<file path="config.mk">
export PLATFORM = sky130hd
export DESIGN_NAME = bpld_cfg
export DESIGN_NICKNAME = d
export VERILOG_FILES = /design/src/rtl/bpld_pkg.sv /design/src/rtl/bpld_cfg.sv
export SDC_FILE = /design/constraint.sdc
export NUM_CORES = 1
export LEC_CHECK = 0
export BUFFER_PORTS_ARGS = -buffer_cell sky130_fd_sc_hd__buf_2
export CORE_ASPECT_RATIO = 0.7
export CORE_MARGIN = 4
export CORE_UTILIZATION = 53
export DETAILED_ROUTE_END_ITERATION = 10
export GPL_TIMING_DRIVEN = 0
export PLACE_DENSITY = 0.86
export SLEW_MARGIN = 30
export SYNTH_ARGS = -nofsm -noshare
export SYNTH_HDL_FRONTEND = slang
export SYNTH_SLANG_ARGS = --single-unit
</file>
<file path="constraint.sdc">
create_clock -name i_clk -period 2.1 [get_ports i_clk]
set_input_delay 0.105 -clock i_clk [delete_from_list [all_inputs] [get_ports i_clk]]
set_output_delay 0.105 -clock i_clk [all_outputs]
set_load 0.02 [all_outputs]
</file>
<file path="src/rtl/bpld_pkg.sv">
// ----------------------------------------------------------------------------
// bpld_pkg
// Types, constants and register codes shared by the button press detector.
// ----------------------------------------------------------------------------
package bpld_pkg;

    localparam int BUTTONS_DEF = 4;
    localparam int PADDR_W     = 5;
    localparam int PDATA_W     = 32;
    localparam int QDepth      = 4;

    localparam logic ACT_SAMPLE = 1'b0;
    localparam logic ACT_CLEAR  = 1'b1;

    typedef enum logic [2:0] {
        REG_ACTIVE   = 3'd0,
        REG_DEBOUNCE = 3'd1,
        REG_LP_EN    = 3'd2,
        REG_THR0     = 3'd3,
        REG_THR1     = 3'd4,
        REG_THR2     = 3'd5,
        REG_THR3     = 3'd6
    } t_reg_idx;

    typedef enum logic [1:0] {
        EV_SHORT      = 2'd0,
        EV_LONG_START = 2'd1,
        EV_LONG_END   = 2'd2
    } t_event_kind;

    typedef struct packed {
        logic        action;
        logic [1:0]  button_index;
        logic        level;
        logic [31:0] now_ms;
    } t_in_item;

    typedef struct packed {
        t_event_kind event_kind;
        logic [1:0]  event_button;
        logic [15:0] press_count;
        logic [15:0] total_presses;
        logic        last;
    } t_out_item;

    typedef struct packed {
        logic [2:0]       active_buttons;
        logic [15:0]      debounce_ms;
        logic [3:0]       long_press_enable;
        logic [3:0][15:0] hold_threshold;
    } t_cfg;

    // per-button entry of the state memory
    typedef struct packed {
        logic        prev_level;
        logic [31:0] press_stamp;
        logic        held;
        logic [31:0] hold_start;
        logic        long_fired;
    } t_btn_state;

    localparam t_btn_state BTN_RESET = '{
        prev_level:  1'b1,
        press_stamp: 32'd0,
        held:        1'b0,
        hold_start:  32'd0,
        long_fired:  1'b0
    };

endpackage

</file>
<file path="src/rtl/bpld_cfg.sv">
// ----------------------------------------------------------------------------
// bpld_cfg
// APB register file: active count, debounce time, long-press enables and
// per-button hold thresholds.
// ----------------------------------------------------------------------------
module bpld_cfg import bpld_pkg::*; (
    input  logic               i_clk,
    input  logic               i_rst_n,
    input  logic               psel,
    input  logic               penable,
    input  logic               pwrite,
    input  logic [PADDR_W-1:0] paddr,
    input  logic [PDATA_W-1:0] pwdata,
    output logic [PDATA_W-1:0] prdata,
    output logic               pready,
    output t_cfg               o_cfg
);

    t_cfg       r_cfg;
    logic       wr_en;
    logic [2:0] reg_sel;

    assign pready  = 1'b1;
    assign wr_en   = psel & penable & pwrite;
    assign reg_sel = paddr[4:2];
    assign o_cfg   = r_cfg;

    always_ff @(posedge i_clk) begin
        if (!i_rst_n) begin
            r_cfg.active_buttons    <= 3'd4;
            r_cfg.debounce_ms       <= 16'd50;
            r_cfg.long_press_enable <= 4'd0;
            r_cfg.hold_threshold    <= {4{16'd1000}};
        end else if (wr_en) begin
            case (reg_sel)
                REG_ACTIVE:   r_cfg.active_buttons       <= pwdata[2:0];
                REG_DEBOUNCE: r_cfg.debounce_ms          <= pwdata[15:0];
                REG_LP_EN:    r_cfg.long_press_enable    <= pwdata[3:0];
                REG_THR0:     r_cfg.hold_threshold[0]    <= pwdata[15:0];
                REG_THR1:     r_cfg.hold_threshold[1]    <= pwdata[15:0];
                REG_THR2:     r_cfg.hold_threshold[2]    <= pwdata[15:0];
                REG_THR3:     r_cfg.hold_threshold[3]    <= pwdata[15:0];
                default: ;
            endcase
        end
    end

    always_comb begin
        prdata = '0;
        case (reg_sel)
            REG_ACTIVE:   prdata = {29'd0, r_cfg.active_buttons};
            REG_DEBOUNCE: prdata = {16'd0, r_cfg.debounce_ms};
            REG_LP_EN:    prdata = {28'd0, r_cfg.long_press_enable};
            REG_THR0:     prdata = {16'd0, r_cfg.hold_threshold[0]};
            REG_THR1:     prdata = {16'd0, r_cfg.hold_threshold[1]};
            REG_THR2:     prdata = {16'd0, r_cfg.hold_threshold[2]};
            REG_THR3:     prdata = {16'd0, r_cfg.hold_threshold[3]};
            default:      prdata = '0;
        endcase
    end

endmodule
</file>
Word level (Yosys, flattened, before mapping). Index checks and enable logic that the tools add are counted.

Register bits: 87. Input port bits: 42. Output and inout bits: 120.

Equality and inequality tests: 6. Mux-type cells: 1. Bitwise logic cells: 2. Reduce and logical (&&, ||, !) cells: 8.

Operators by type and width (number): case mux 16 bit (7 select lines) (1); AND reduction 2 bit (7); equality test 3 bit (second input constant) (3); equality test 3 x 2 -> 1 bit (second input constant) (2); equality test 3 x 1 -> 1 bit (second input constant) (1); logical NOT 3 bit (1); AND 1 bit (2).

Depth between registers and ports, before layout.
Word-level depth: 3. Depth in mapped cells: 6. Mapped depth without buffers: 3.

Worst setup path before layout. OpenSTA, ideal clock, no wires.

Kind: register to output. Start point: register r_cfg (netlist bit o_cfg[5]). End point: output prdata[5]. Arrival: 1.216 ns. Data required time: 1.995 ns. Path slack: 0.779 ns. Cell stages (with the launch flop): 4. Path buffers: 0. Path through: dfxtp_1 > mux2i_1 > or2_2 > a31oi_1.

Cells in the longest elaborated chain, start to end: 1.

Ends and longest elaborated chain: from (decl) (line bpld_cfg.sv:19) `t_cfg r_cfg;`; case mux 16 bit (7 select lines) (line bpld_cfg.sv:50) `case (reg_sel)`; to (decl) (line bpld_cfg.sv:14) `output logic [PDATA_W-1:0] prdata,`.

No other way between the ends.

Final worst setup path.
Start point: input paddr[2]. End point: output prdata[7].

Cells in the longest elaborated chain, start to end: 2. Elaborated cells on any way between the ends: 8.

Ends and longest elaborated chain: from (decl) (line bpld_cfg.sv:12) `input logic [PADDR_W-1:0] paddr,`; equality test 3 bit, or another cell as far along (line bpld_cfg.sv:50); case mux 16 bit (7 select lines) * (line bpld_cfg.sv:50).

Mark *: on every way between the ends. The rest lies on a longest branch, timed or not.

==> key figures <==
Clock tree
  • Clock tree buffer depth: 2
  • Setup Fix Bufs, Post-CTS: 0
  • Worst-skew pair later-pin latency: 340 ps
  • CTS buffer count: 9
  • Clock slew seen by the registers of the worst setup and hold paths: around 60 ps
  • Clock root buffer: sky130_fd_sc_hd__clkbuf_16
  • TritonCTS Sinks: 87
  • Post-cts resize count: 0
  • Max H-tree Level: 3
  • Total of hold buffers inserted after clock tree synthesis: 0
  • Clock tree from TritonCTS: yes

Floorplan
  • Placeable core area: ~0.0075 mm^2
  • Row count: 26
  • Die span in x: 114 um
  • Area enclosed by the die boundary: 0.00938 mm^2
  • # IOs: 162
  • Height of the chip: 82.3 um
  • Initial Util: 55.8%

Final layout
  • Fraction of layout cells with a size suffix above 1: between 30% and 40%
  • Final layout net count: 630
  • Leading cell types in the layout, fill and taps excluded: 129 x sky130_fd_sc_hd__buf_2, 87 x sky130_fd_sc_hd__dfxtp_1, 81 x sky130_fd_sc_hd__mux2i_1
  • Number of cells in the finished layout apart from fillers: between 600 and 700
  • Antenna diode instance count: 0
  • Flip-flop count of the largest register after layout: between 80 and 90
  • Commonest non-fill, non-tap cell in the layout: sky130_fd_sc_hd__buf_2
  • Number of filler cells placed in the layout: roughly 570
  • Layout overhead on the synthesized area: 26.3%

Routing
  • Met3 layer wire length in the routed design: 1540 um
  • Highest metal layer with signal wires: met5
  • Router iterations before antenna repair: 5
  • Total length of routed met2 wires: around 6000 um
  • Remaining routing DRC violations: 0
  • Number of nets with antenna violations after routing: 0
  • Vias per Instance: 5.86
  • Total number of vias: between 4000 and 5000
  • Drt first-iter violations: 368
  • Avg WL per Cell: 19.6 um
  • Final WL: 13500 um
  • Total routed wire length on the met1 layer: around 5600 um

Place
  • HPWL reported at the end of detailed placement: between 9000 and 10000 um
  • Pre-CTS setup slack: 369 ps
  • Count of input and output buffers: roughly 120
  • Post-placement cell count: 675
  • Placer's final routability congestion estimate: around 0.9

GRT
  • Number of global-route vias before repair: 3910
  • Gr ovfl total: 0
  • Pin count of the biggest net entering global routing: 15
  • Number of antenna violations at the first check in global routing: 1
  • Global-route wire length before repair: 20600 um
  • Global-route usage over all layers: 28.8%

Worst setup path
  • Data arrival time at the worst-slack endpoint: about 1700 ps
  • Worst path bufs/invs: 3
  • Kind of critical path: primary input to output port
  • Worst path max stage delay: 590 ps
  • Crit Path Max Fanout: 10
  • Dominant delay contributor by cell family on the critical path: buffers and inverters
  • Type of origin of the critical path: primary input
  • Critical-path top delay cell: sky130_fd_sc_hd__clkbuf_1
  • Crit path cell chain: buf_4 > nor2b_1 > clkbuf_1 > a22o_1 > a221o_1 > buf_2
  • Endpoint class of the critical path: output port
  • Worst endpoint required time: 2000 ps

Power and ir drop
  • Clock share of power: 43.5%
  • Sw Pwr: about 940 uW
  • P_int: 2750 uW
  • Leakage power: roughly 0.0026 uW
  • Combinational share of power: between 10% and 20%
  • Worst vdd rail ir drop: 392 uV
  • Final total power: roughly 3700 uW
  • Sequential share of power: about 46%
  • Cell area power density: 699 mW/mm^2
  • Switching share of total power: between 20% and 30%

STA
  • Hold slack: 37.8 ps
  • Measured slew at the worst slew-check pin: 797 ps
  • Number of max-slew violations in the final report: 0
  • Fmax: 549 MHz
  • Count of final setup violators: 0
  • Clock Skew: 0 ps
  • Part of the cycle the worst path needs: 86.8%
  • Worst Slack Setup Final: 277 ps
  • Final number of hold-violating endpoints: 0
  • Min Clock Period, post-route: 1820 ps
  • RSZ-0062 raised after global routing: no
  • Setup TNS: 0 ps
  • Slew headroom: 46.9%

Synthesis
  • Primary FF master, synth: sky130_fd_sc_hd__dfxtp_1
  • Per-instance average area after synthesis: ~9.5 um^2
  • Register area share after synthesis: 41.7%
  • EDFF count, synth: 0
  • Area share of the leading cell type in the synthesized netlist: 41.7%
  • Top area cells in the synthesized netlist: sky130_fd_sc_hd__dfxtp_1 42%, sky130_fd_sc_hd__mux2i_1 19%, sky130_fd_sc_hd__nand2_1 6.7%, sky130_fd_sc_hd__buf_4 3.6%, sky130_fd_sc_hd__o211ai_1 2.9%
  • Count of cell types in the netlist: 40
  • YS warnings: 0
  • Async S/R FF share, synth: 0%
  • Synth Instances: 438
  • Post-Syn Area: roughly 0.0042 mm^2
  • Cell type with the highest aggregate area in the netlist: sky130_fd_sc_hd__dfxtp_1
  • Number of flip-flops and latches in the synthesized netlist: 87

Flow run
  • Max_cap viols: 0

Outcome
  • Run status: complete, no violations

Min path
  • Worst Hold Class: primary input to flip-flop
==> cell usage after synthesis, types with 2 or more instances <==
master and count:
sky130_fd_sc_hd__buf_2 5, sky130_fd_sc_hd__buf_6 5, sky130_fd_sc_hd__nand4_1 2, sky130_fd_sc_hd__buf_4 20
sky130_fd_sc_hd__o21ai_0 19, sky130_fd_sc_hd__nor2_1 13, sky130_fd_sc_hd__mux2i_1 81, sky130_fd_sc_hd__o211ai_1 16
sky130_fd_sc_hd__nand2b_1 3, sky130_fd_sc_hd__inv_1 10, sky130_fd_sc_hd__conb_1 2, sky130_fd_sc_hd__clkbuf_1 21
sky130_fd_sc_hd__nand3_1 4, sky130_fd_sc_hd__o311ai_0 4, sky130_fd_sc_hd__dfxtp_1 87, sky130_fd_sc_hd__o31ai_1 4
sky130_fd_sc_hd__a32oi_1 2, sky130_fd_sc_hd__a22o_1 11, sky130_fd_sc_hd__nand2_1 75, sky130_fd_sc_hd__or3_1 3
sky130_fd_sc_hd__mux2_2 5, sky130_fd_sc_hd__a221o_1 11, sky130_fd_sc_hd__nor2b_1 16, sky130_fd_sc_hd__o311ai_1 2
sky130_fd_sc_hd__a21oi_1 2
==> metal layers <==
| layer | vias to the layer above | global-route usage (%) |
|---|---|---|
| met5 | - | 0 |
| met4 | 2 | 12.1 |
| met3 | 34 | 7.14 |
| met2 | 260 | 45.9 |
| met1 | 1935 | 37.8 |
| li1 | 1812 | - |
==> area by class of cell <==
cell class	count	area, um^2	share of cell area, %
Tap cell	98	123	2.33
Inverter	10	37.5	0.712
Timing Repair Buffer	124	621	11.8
Clock inverter	5	58.8	1.12
Clock buffer	10	239	4.53
Buffer	51	310	5.89
Sequential cell	87	1740	33.0
Multi-Input combinational cell	305	2140	40.6
==> cell families after synthesis <==
group | count (synthesis) | synth area share [%]
DFF | 87 | 41.7
other | 2 | 0.180
and+or+nand+nor | 127 | 15.1
buffers and inverters | 61 | 8.33
AOI/OAI and AO/OA | 74 | 13.3
muxes | 87 | 21.3
==> power by group through the flow <==
stage          clock network [uW]  registers, uW  logic [uW]
2_1_floorplan                   0           1730         246
3_3_place_gp                    0           1710         386
3_5_place_dp                    0           1710         394
4_1_cts                      1610           1680         397
5_1_grt                      1670           1680         431
6_report                     1600           1680         406
==> worst register-to-register path, stage by stage, from the launching register on <==
cell	delay, ps
sky130_fd_sc_hd__dfxtp_1	340
sky130_fd_sc_hd__o21ai_0	90
sky130_fd_sc_hd__o311ai_0	140
==> through the flow <==
step	utilization, %	area [um^2]
floorplan	-	4230
global placement	66.5	4970
detailed placement	66.5	4970
CTS	70.5	5270
global route	70.5	5270
finish	70.5	5270
==> final timing paths <==
kind             start        end  slack [ps]  cells past startpoint
min          pwdata[6]  o_cfg[74]          40                      3
min reg2reg  o_cfg[74]  o_cfg[74]         470                      2
max reg2reg   o_cfg[9]   o_cfg[9]        1380                      2
max           paddr[2]  prdata[7]         280                      6
Note: power is estimated with default switching activity, not from simulation.
